==> src/design/rcmu_pkg.sv <==
`timescale 1ns / 1ps

package rcmu_pkg;

  // request kinds
  localparam logic REQ_LOCK   = 1'b0;
  localparam logic REQ_UNLOCK = 1'b1;

  // result status codes
  localparam logic [1:0] STATUS_OK        = 2'd0;
  localparam logic [1:0] STATUS_ISR       = 2'd1;
  localparam logic [1:0] STATUS_NOT_OWNER = 2'd2;
  localparam logic [1:0] STATUS_Q_FULL    = 2'd3;

  // configuration register indexes
  localparam logic REG_CEILING = 1'b0;

  localparam logic [7:0] DEPTH_MAX = 8'hFF;

  typedef struct packed {
    logic       req_type;
    logic [7:0] caller_id;
    logic [7:0] caller_priority;
    logic       in_isr;
  } req_t;

  typedef struct packed {
    logic [1:0] status;
    logic       caller_blocked;
    logic [7:0] caller_new_priority;
    logic       priority_changed;
    logic       woken_valid;
    logic [7:0] woken_id;
    logic       owner_valid;
    logic [7:0] owner_id;
    logic [7:0] depth;
  } rsp_t;

  typedef struct packed {
    logic push;
    logic pop;
  } fifo_req_t;

  typedef struct packed {
    logic empty;
    logic full;
  } fifo_stat_t;

endpackage

==> src/design/rcmu_wait_fifo.sv <==
`timescale 1ns / 1ps

module rcmu_wait_fifo #(
  parameter int WAIT_DEPTH = 16
) (
  input  logic                   clk_i,
  input  logic                   rst_ni,
  input  rcmu_pkg::fifo_req_t    req_i,
  input  logic [7:0]             push_id_i,
  output logic [7:0]             head_id_o,
  output rcmu_pkg::fifo_stat_t   stat_o
);
  import rcmu_pkg::*;

  localparam int PTR_W = (WAIT_DEPTH > 1) ? $clog2(WAIT_DEPTH) : 1;
  localparam int CNT_W = $clog2(WAIT_DEPTH + 1);

  logic [7:0]       mem [WAIT_DEPTH];
  logic [PTR_W-1:0] head_q, head_d, tail_q, tail_d;
  logic [CNT_W-1:0] count_q, count_d;
  logic [7:0]       rd_q;

  function automatic logic [PTR_W-1:0] next_ptr(input logic [PTR_W-1:0] ptr);
    next_ptr = (ptr == PTR_W'(WAIT_DEPTH - 1)) ? '0 : ptr + PTR_W'(1);
  endfunction

  always_comb begin
    head_d  = req_i.pop  ? next_ptr(head_q) : head_q;
    tail_d  = req_i.push ? next_ptr(tail_q) : tail_q;
    count_d = count_q;
    if (req_i.push) begin
      count_d = count_q + CNT_W'(1);
    end else if (req_i.pop) begin
      count_d = count_q - CNT_W'(1);
    end
  end

  always_ff @(posedge clk_i or negedge rst_ni) begin
    if (!rst_ni) begin
      head_q  <= '0;
      tail_q  <= '0;
      count_q <= '0;
    end else begin
      head_q  <= head_d;
      tail_q  <= tail_d;
      count_q <= count_d;
    end
  end

  always_ff @(posedge clk_i) begin
    if (req_i.push) begin
      mem[tail_q] <= push_id_i;
    end
  end

  // prefetch the entry at the next head; bypass a push into the slot at the next head
  always_ff @(posedge clk_i) begin
    if (req_i.push && (tail_q == head_d)) begin
      rd_q <= push_id_i;
    end else begin
      rd_q <= mem[head_d];
    end
  end

  assign head_id_o    = rd_q;
  assign stat_o.empty = (count_q == '0);
  assign stat_o.full  = (count_q == CNT_W'(WAIT_DEPTH));

endmodule

==> src/design/recursive_ceiling_mutex_unit.sv <==
`timescale 1ns / 1ps
// throughput: one request per cycle unless out_ready_i stalls the output;
//   the mutex state loop closes through the single evaluate stage between
//   the input register and the result register
// reset: mutex free, depth 0, wait queue empty, ceiling 0, both stages empty;
//   wait queue entries are not cleared

module recursive_ceiling_mutex_unit #(
  parameter int WAIT_DEPTH = 16
) (
  input  logic            clk_i,
  input  logic            rst_ni,
  input  logic            in_valid_i,
  output logic            in_ready_o,
  input  rcmu_pkg::req_t  in_data_i,
  output logic            out_valid_o,
  input  logic            out_ready_i,
  output rcmu_pkg::rsp_t  out_data_o,
  input  logic            psel,
  input  logic            penable,
  input  logic            pwrite,
  input  logic [2:0]      paddr,
  input  logic [31:0]     pwdata,
  output logic [31:0]     prdata,
  output logic            pready
);
  import rcmu_pkg::*;

  logic       s1_valid_q;
  req_t       s1_q;
  logic       out_valid_q;
  rsp_t       out_q, rsp;
  logic       advance, fire;

  logic [7:0] ceiling_q;

  logic       held_q, held_d;
  logic [7:0] holder_q, holder_d;
  logic [7:0] rec_q, rec_d;
  logic [7:0] saved_q, saved_d;
  logic       raised_q, raised_d;

  fifo_req_t  fifo_req;
  fifo_stat_t fifo_stat;
  logic [7:0] head_id;

  // configuration port
  assign pready = 1'b1;
  assign prdata = (paddr[2] == REG_CEILING) ? {24'd0, ceiling_q} : 32'd0;

  always_ff @(posedge clk_i or negedge rst_ni) begin
    if (!rst_ni) begin
      ceiling_q <= '0;
    end else if (psel && penable && pwrite && pready && (paddr[2] == REG_CEILING)) begin
      ceiling_q <= pwdata[7:0];
    end
  end

  // pipeline control
  assign advance    = !out_valid_q || out_ready_i;
  assign fire       = s1_valid_q && advance;
  assign in_ready_o = !s1_valid_q || advance;

  always_ff @(posedge clk_i or negedge rst_ni) begin
    if (!rst_ni) begin
      s1_valid_q  <= 1'b0;
      out_valid_q <= 1'b0;
    end else begin
      if (in_ready_o) begin
        s1_valid_q <= in_valid_i;
      end
      if (advance) begin
        out_valid_q <= s1_valid_q;
      end
    end
  end

  always_ff @(posedge clk_i) begin
    if (in_valid_i && in_ready_o) begin
      s1_q <= in_data_i;
    end
    if (fire) begin
      out_q <= rsp;
    end
  end

  // evaluate one request against the mutex state
  always_comb begin
    held_d       = held_q;
    holder_d     = holder_q;
    rec_d        = rec_q;
    saved_d      = saved_q;
    raised_d     = raised_q;
    fifo_req     = '0;

    rsp                     = '0;
    rsp.status              = STATUS_OK;
    rsp.caller_new_priority = s1_q.caller_priority;

    if (s1_q.in_isr) begin
      rsp.status = STATUS_ISR;
    end else if (s1_q.req_type == REQ_LOCK) begin
      if (!held_q) begin
        held_d   = 1'b1;
        holder_d = s1_q.caller_id;
        rec_d    = '0;
        if ((ceiling_q != '0) && (s1_q.caller_priority < ceiling_q)) begin
          saved_d                 = s1_q.caller_priority;
          raised_d                = 1'b1;
          rsp.caller_new_priority = ceiling_q;
          rsp.priority_changed    = 1'b1;
        end else begin
          raised_d = 1'b0;
        end
      end else if (holder_q == s1_q.caller_id) begin
        if (rec_q != DEPTH_MAX) begin
          rec_d = rec_q + 8'd1;
        end
      end else if (fifo_stat.full) begin
        rsp.status = STATUS_Q_FULL;
      end else begin
        fifo_req.push      = fire;
        rsp.caller_blocked = 1'b1;
      end
    end else begin
      if (!held_q || (holder_q != s1_q.caller_id)) begin
        rsp.status = STATUS_NOT_OWNER;
      end else if (rec_q != '0) begin
        rec_d = rec_q - 8'd1;
      end else begin
        if (raised_q) begin
          rsp.caller_new_priority = saved_q;
          rsp.priority_changed    = 1'b1;
          raised_d                = 1'b0;
        end
        if (!fifo_stat.empty) begin
          // ownership passes to the oldest waiter
          fifo_req.pop    = fire;
          holder_d        = head_id;
          rec_d           = '0;
          rsp.woken_valid = 1'b1;
          rsp.woken_id    = head_id;
        end else begin
          held_d = 1'b0;
        end
      end
    end

    rsp.owner_valid = held_d;
    rsp.owner_id    = held_d ? holder_d : 8'd0;
    rsp.depth       = rec_d;
  end

  always_ff @(posedge clk_i or negedge rst_ni) begin
    if (!rst_ni) begin
      held_q   <= 1'b0;
      holder_q <= '0;
      rec_q    <= '0;
      saved_q  <= '0;
      raised_q <= 1'b0;
    end else if (fire) begin
      held_q   <= held_d;
      holder_q <= holder_d;
      rec_q    <= rec_d;
      saved_q  <= saved_d;
      raised_q <= raised_d;
    end
  end

  rcmu_wait_fifo #(
    .WAIT_DEPTH(WAIT_DEPTH)
  ) u_wait_fifo (
    .clk_i     (clk_i),
    .rst_ni    (rst_ni),
    .req_i     (fifo_req),
    .push_id_i (s1_q.caller_id),
    .head_id_o (head_id),
    .stat_o    (fifo_stat)
  );

  assign out_valid_o = out_valid_q;
  assign out_data_o  = out_q;

  // a free mutex never has waiters
  a_free_no_waiters: assert property (@(posedge clk_i) disable iff (!rst_ni)
    !held_q |-> fifo_stat.empty)
    else $error("waiters queued on a free mutex");

  // a queued caller is never reported together with a handoff
  a_block_xor_wake: assert property (@(posedge clk_i) disable iff (!rst_ni)
    out_valid_q |-> !(out_q.caller_blocked && out_q.woken_valid))
    else $error("blocked and woken in one result");

  // the queue is pushed or popped, not both, only on a processed transfer
  a_fifo_on_fire: assert property (@(posedge clk_i) disable iff (!rst_ni)
    (fifo_req.push || fifo_req.pop) |-> (fire && held_q && !(fifo_req.push && fifo_req.pop)))
    else $error("wait queue touched outside a processed request");

  // a processed lock by the owner keeps ownership on the next cycle
  a_owner_kept: assert property (@(posedge clk_i) disable iff (!rst_ni)
    (fire && !s1_q.in_isr && (s1_q.req_type == REQ_LOCK) && held_q
      && (holder_q == s1_q.caller_id)) |=> (held_q && (holder_q == $past(holder_q))))
    else $error("recursive lock lost ownership");

endmodule
==> config.mk <==
export PLATFORM = sky130hd
export DESIGN_NAME = recursive_ceiling_mutex_unit
export DESIGN_NICKNAME = d
export VERILOG_FILES = /design/src/design/rcmu_pkg.sv /design/src/design/rcmu_wait_fifo.sv /design/src/design/recursive_ceiling_mutex_unit.sv
export SDC_FILE = /design/constraint.sdc
export NUM_CORES = 1
export LEC_CHECK = 0
export BUFFER_PORTS_ARGS = -buffer_cell sky130_fd_sc_hd__buf_2
export CAP_MARGIN = 40
export CORE_ASPECT_RATIO = 2
export CORE_MARGIN = 1
export CORE_UTILIZATION = 60
export CTS_CLUSTER_SIZE = 24
export DETAILED_ROUTE_END_ITERATION = 10
export GPL_TIMING_DRIVEN = 0
export PLACE_DENSITY = 0.87
export SYNTH_ARGS = -nofsm -noshare
export SYNTH_HDL_FRONTEND = slang
export SYNTH_SLANG_ARGS = --single-unit
export TNS_END_PERCENT = 30
==> constraint.sdc <==
create_clock -name clk_i -period 10.67 [get_ports clk_i]
set_input_delay 0.5335 -clock clk_i [delete_from_list [all_inputs] [get_ports clk_i]]
set_output_delay 0.5335 -clock clk_i [all_outputs]
set_load 0.02 [all_outputs]
==> key figures <==
Outcome
  – Outcome: complete, no violations

Global routing
  – Global routing's busiest layer: met2
  – Total GRT Usage: between 20% and 30%
  – First-pass GRT wire length: around 38000 um
  – M3 GR Usage: 3.71%
  – Initial antenna violation count: 0
  – M1 GR Usage: between 30% and 40%
  – Number of global-route vias before repair: 7014
  – Met2 Usage GRT: 50.6%
  – Largest net degree at the start of global routing: 37
  – Gr ovfl total: 0

Yosys
  – Gate Count Post-Synth: ~740
  – Mean Syn Cell Area: approximately 14 sq um
  – XOR/XNOR Fraction of Synth Area: 1.15%
  – Yosys top cell by area: edfxtp_1
  – Main synth FF type: edfxtp_1
  – Synth Area in Simple Gates: approximately 8.8%
  – Largest family of logic cells by synthesized area: multiplexers
  – Sequential fraction of the synthesis area: between 60 and 70%
  – Synth Register Bits: between 200 and 250
  – Top cells by area, synth: edfxtp_1, dfrtp_1, mux4_2, mux2_2, mux2i_1
  – Synthesized area: ~0.011 sq mm
  – Post-synthesis adder-cell area fraction: 2.19%
  – Post-synthesis compound-gate area fraction: under 10%
  – Cell variety after synth: a little under 70
  – Post-synth EDFFs: 184
  – Post-synth ARST share: between 20 and 25%
  – YS warnings: 0
  – Post-synthesis mux area share: 10.5%
  – Share of the synthesized area in the top cell type: roughly half

Layout
  – Ant. Diodes: 0
  – Nets: 945
  – Area Overhead vs Synth: 14.1%
  – Share of cells above drive strength 1: 25.2%

Clock tree
  – TritonCTS clock tree: done
  – Clk root buf: clkbuf_16
  – Maximum root-to-sink buffer count: 3
  – Post-CTS sizing: 0
  – Num CTS Buffers: 20
  – CTS H-Tree Depth: 1
  – Clk Latency, worst-skew pair: about 0.52 ns
  – Reg clk slew, reported paths: about 0.070 ns
  – Clock sinks: around 240

Hold path
  – Min-delay worst type: input pin to flip-flop

Placed design
  – Final Wtd Congestion: just under 1
  – I/O Buffers: 80
  – Place WS: 6.81 ns
  – Post-detail-place hpwl: 17400 um

STA
  – RSZ-0062 raised after global routing: no
  – Setup TNS: 0 ns
  – Worst slew pin tran: 0.881 ns
  – Slew Viols, Final: 0
  – Final worst setup slack: approximately 6.8 ns
  – Fmax: around 260 MHz
  – Final period utilization: 36.3%
  – Setup Skew: between 0.03 and 0.04 ns
  – Post-layout min period: 3.88 ns
  – Final setup fails: 0
  – Worst slew margin: about two fifths
  – Fin Hold WS: ~0.19 ns
  – Hold Vio Cnt, Final: 0

Worst setup path
  – CP endpoint kind: flip-flop
  – Worst Path Required: approximately 11 ns
  – Crit path launch type: flip-flop
  – WP data arrival: roughly 4 ns
  – Worst-path maximum fanout: 19
  – CP Class: flip-flop to flip-flop

Floorplan
  – Die Ht: roughly 190 um
  – DIE AREA: approximately 0.018 sq mm
  – Initial Util: about three fifths
  – Core area: between 0.015 and 0.02 sq mm
  – DIE WIDTH: just under 100 um
  – IO Count: approximately 130
  – Num rows: 68

Route
  – Vias per cell: roughly 6.3
  – DR vias: 6888
  – Antenna viol nets, final: 0
  – Drt wl/cell: around 23 um
  – DRC: 0
  – DRC violation total after the first TritonRoute iteration: between 600 and 700
  – WL final: approximately 25000 um
  – DRT Pass-1 Iters: 5

Pwr
  – Maximum VDD drop: between 0.00015 and 0.0002 V
  – Pwr dens: approximately 180 mW/mm^2
  – P_leak: 0.00444 uW

Job
  – Max-cap violation count: 0
==> path summary, 6_finish.rpt <==
path | start | end | slack (ns) | depth (start not counted)
setup / recovery | s1_q[9]$_DFFE_PP_ | u_wait_fifo.mem[4][0]$_DFFE_PP_ | 6.79 | 7
hold / removal | in_data_i[3] | s1_q[3]$_DFFE_PP_ | 0.19 | 1
setup reg to reg | s1_q[9]$_DFFE_PP_ | u_wait_fifo.mem[4][0]$_DFFE_PP_ | 6.79 | 7
hold reg to reg | s1_valid_q$_DFFE_PN0N_ | out_valid_o$_DFFE_PN0P_ | 0.49 | 1
max in group asynchronous | rst_ni | rec_q[0]$_DFFE_PN0N_ | 9.65 | 3
min in group asynchronous | rst_ni | rec_q[3]$_DFFE_PN0N_ | 0.48 | 2
==> critical path, stage by stage (launching register included) <==
cell and delay, ns:
edfxtp_1 0.82, xor2_1 0.28, nor4_1 0.16, and2_1 0.23, nor4_4 0.49, inv_1 0.28
nor3b_1 0.57, and2_1 0.64
==> registers in the layout (all words and copies together) (netlist names), named ones only <==
signal / cells
ceiling_q: 8
held_q: 1
holder_q: 8
out_data_o: 38
out_valid_o: 1
raised_q: 1
rec_q: 8
s1_q: 18
s1_valid_q: 1
saved_q: 8
u_wait_fifo.count_q: 5
u_wait_fifo.head_q: 4
u_wait_fifo.mem: 128
u_wait_fifo.tail_q: 4
==> Yosys cell counts, types with 10 or more instances <==
| master | instances |
|---|---|
| edfxtp_1 | 184 |
| dfrtp_1 | 49 |
| nand2_1 | 32 |
| a21oi_1 | 28 |
| clkbuf_1 | 28 |
| inv_1 | 28 |
| mux4_2 | 26 |
| buf_4 | 25 |
| mux2_2 | 25 |
| mux2i_1 | 25 |
| nor2_1 | 24 |
| o21ai_0 | 23 |
| and2_1 | 17 |
| ha_1 | 17 |
| nand3_1 | 15 |
| nor3_1 | 13 |
| a31oi_1 | 10 |
| xor2_1 | 10 |
==> cell usage in the layout, fill, tap and decap left out, types with 20 or more instances in the layout <==
master | Yosys | routed
nand2_1 | 32 | 32
mux4_2 | 26 | 26
mux2_2 | 25 | 25
edfxtp_1 | 184 | 184
buf_4 | 25 | 25
mux2i_1 | 25 | 25
a21oi_1 | 28 | 28
inv_1 | 28 | 27
o21ai_0 | 23 | 23
clkbuf_16 | 0 | 20
nor2_1 | 24 | 24
dfrtp_1 | 49 | 49
clkbuf_1 | 28 | 30
conb_1 | 2 | 25
buf_2 | 4 | 84
==> stage by stage <==
step                      cells  area, sq um  total power, uW  util, %
after detailed placement   1054        11400             1470     66.3
after floorplan             761        10700             1360        -
after CTS                  1091        12100             2220     70.3
final                      1091        12100             2230     70.3
after global placement     1051        11400             1450     66.0
after global routing       1091        12100             2300     70.3
==> metal layers <==
| layer | routed length, um | share of wire, % |
|---|---|---|
| met1 | 8090 | 33 |
| met4 | 1570 | 6.4 |
| met2 | 13500 | 55 |
| met5 | 0 | 0 |
| met3 | 1460 | 5.9 |
==> layout make-up <==
cell class,count,area [sq um]
plain buffers,61,335
fillers,1131,5130
flip-flops and latches,237,6830
inverters,28,105
multi-input cells,435,3460
clock buffers,24,536
well taps,210,263
repair buffers,84,462
clock inverters,12,150
==> cell families after synthesis <==
family | count (synthesis)
compound gates | 135
buf+inv | 89
flops | 237
xor+xnor | 14
other cells | 2
simple gates | 167
mux | 76
fa+ha+maj | 18
==> power by group <==
part | switching (uW) | total (uW) | internal (uW)
Sequential | 63.7 | 1140 | 1080
Combinational | 191 | 320 | 129
Clock | 332 | 767 | 434
==> repair_timing <==
| item | CTS | global route |
|---|---|---|
| setup buffers | 0 | 0 |
| hold endpoints to repair | 15 | 0 |
| hold buffers | 1 | 0 |
| endpoints found under the setup margin | 0 | 0 |
(Power assumes the default switching activity.)
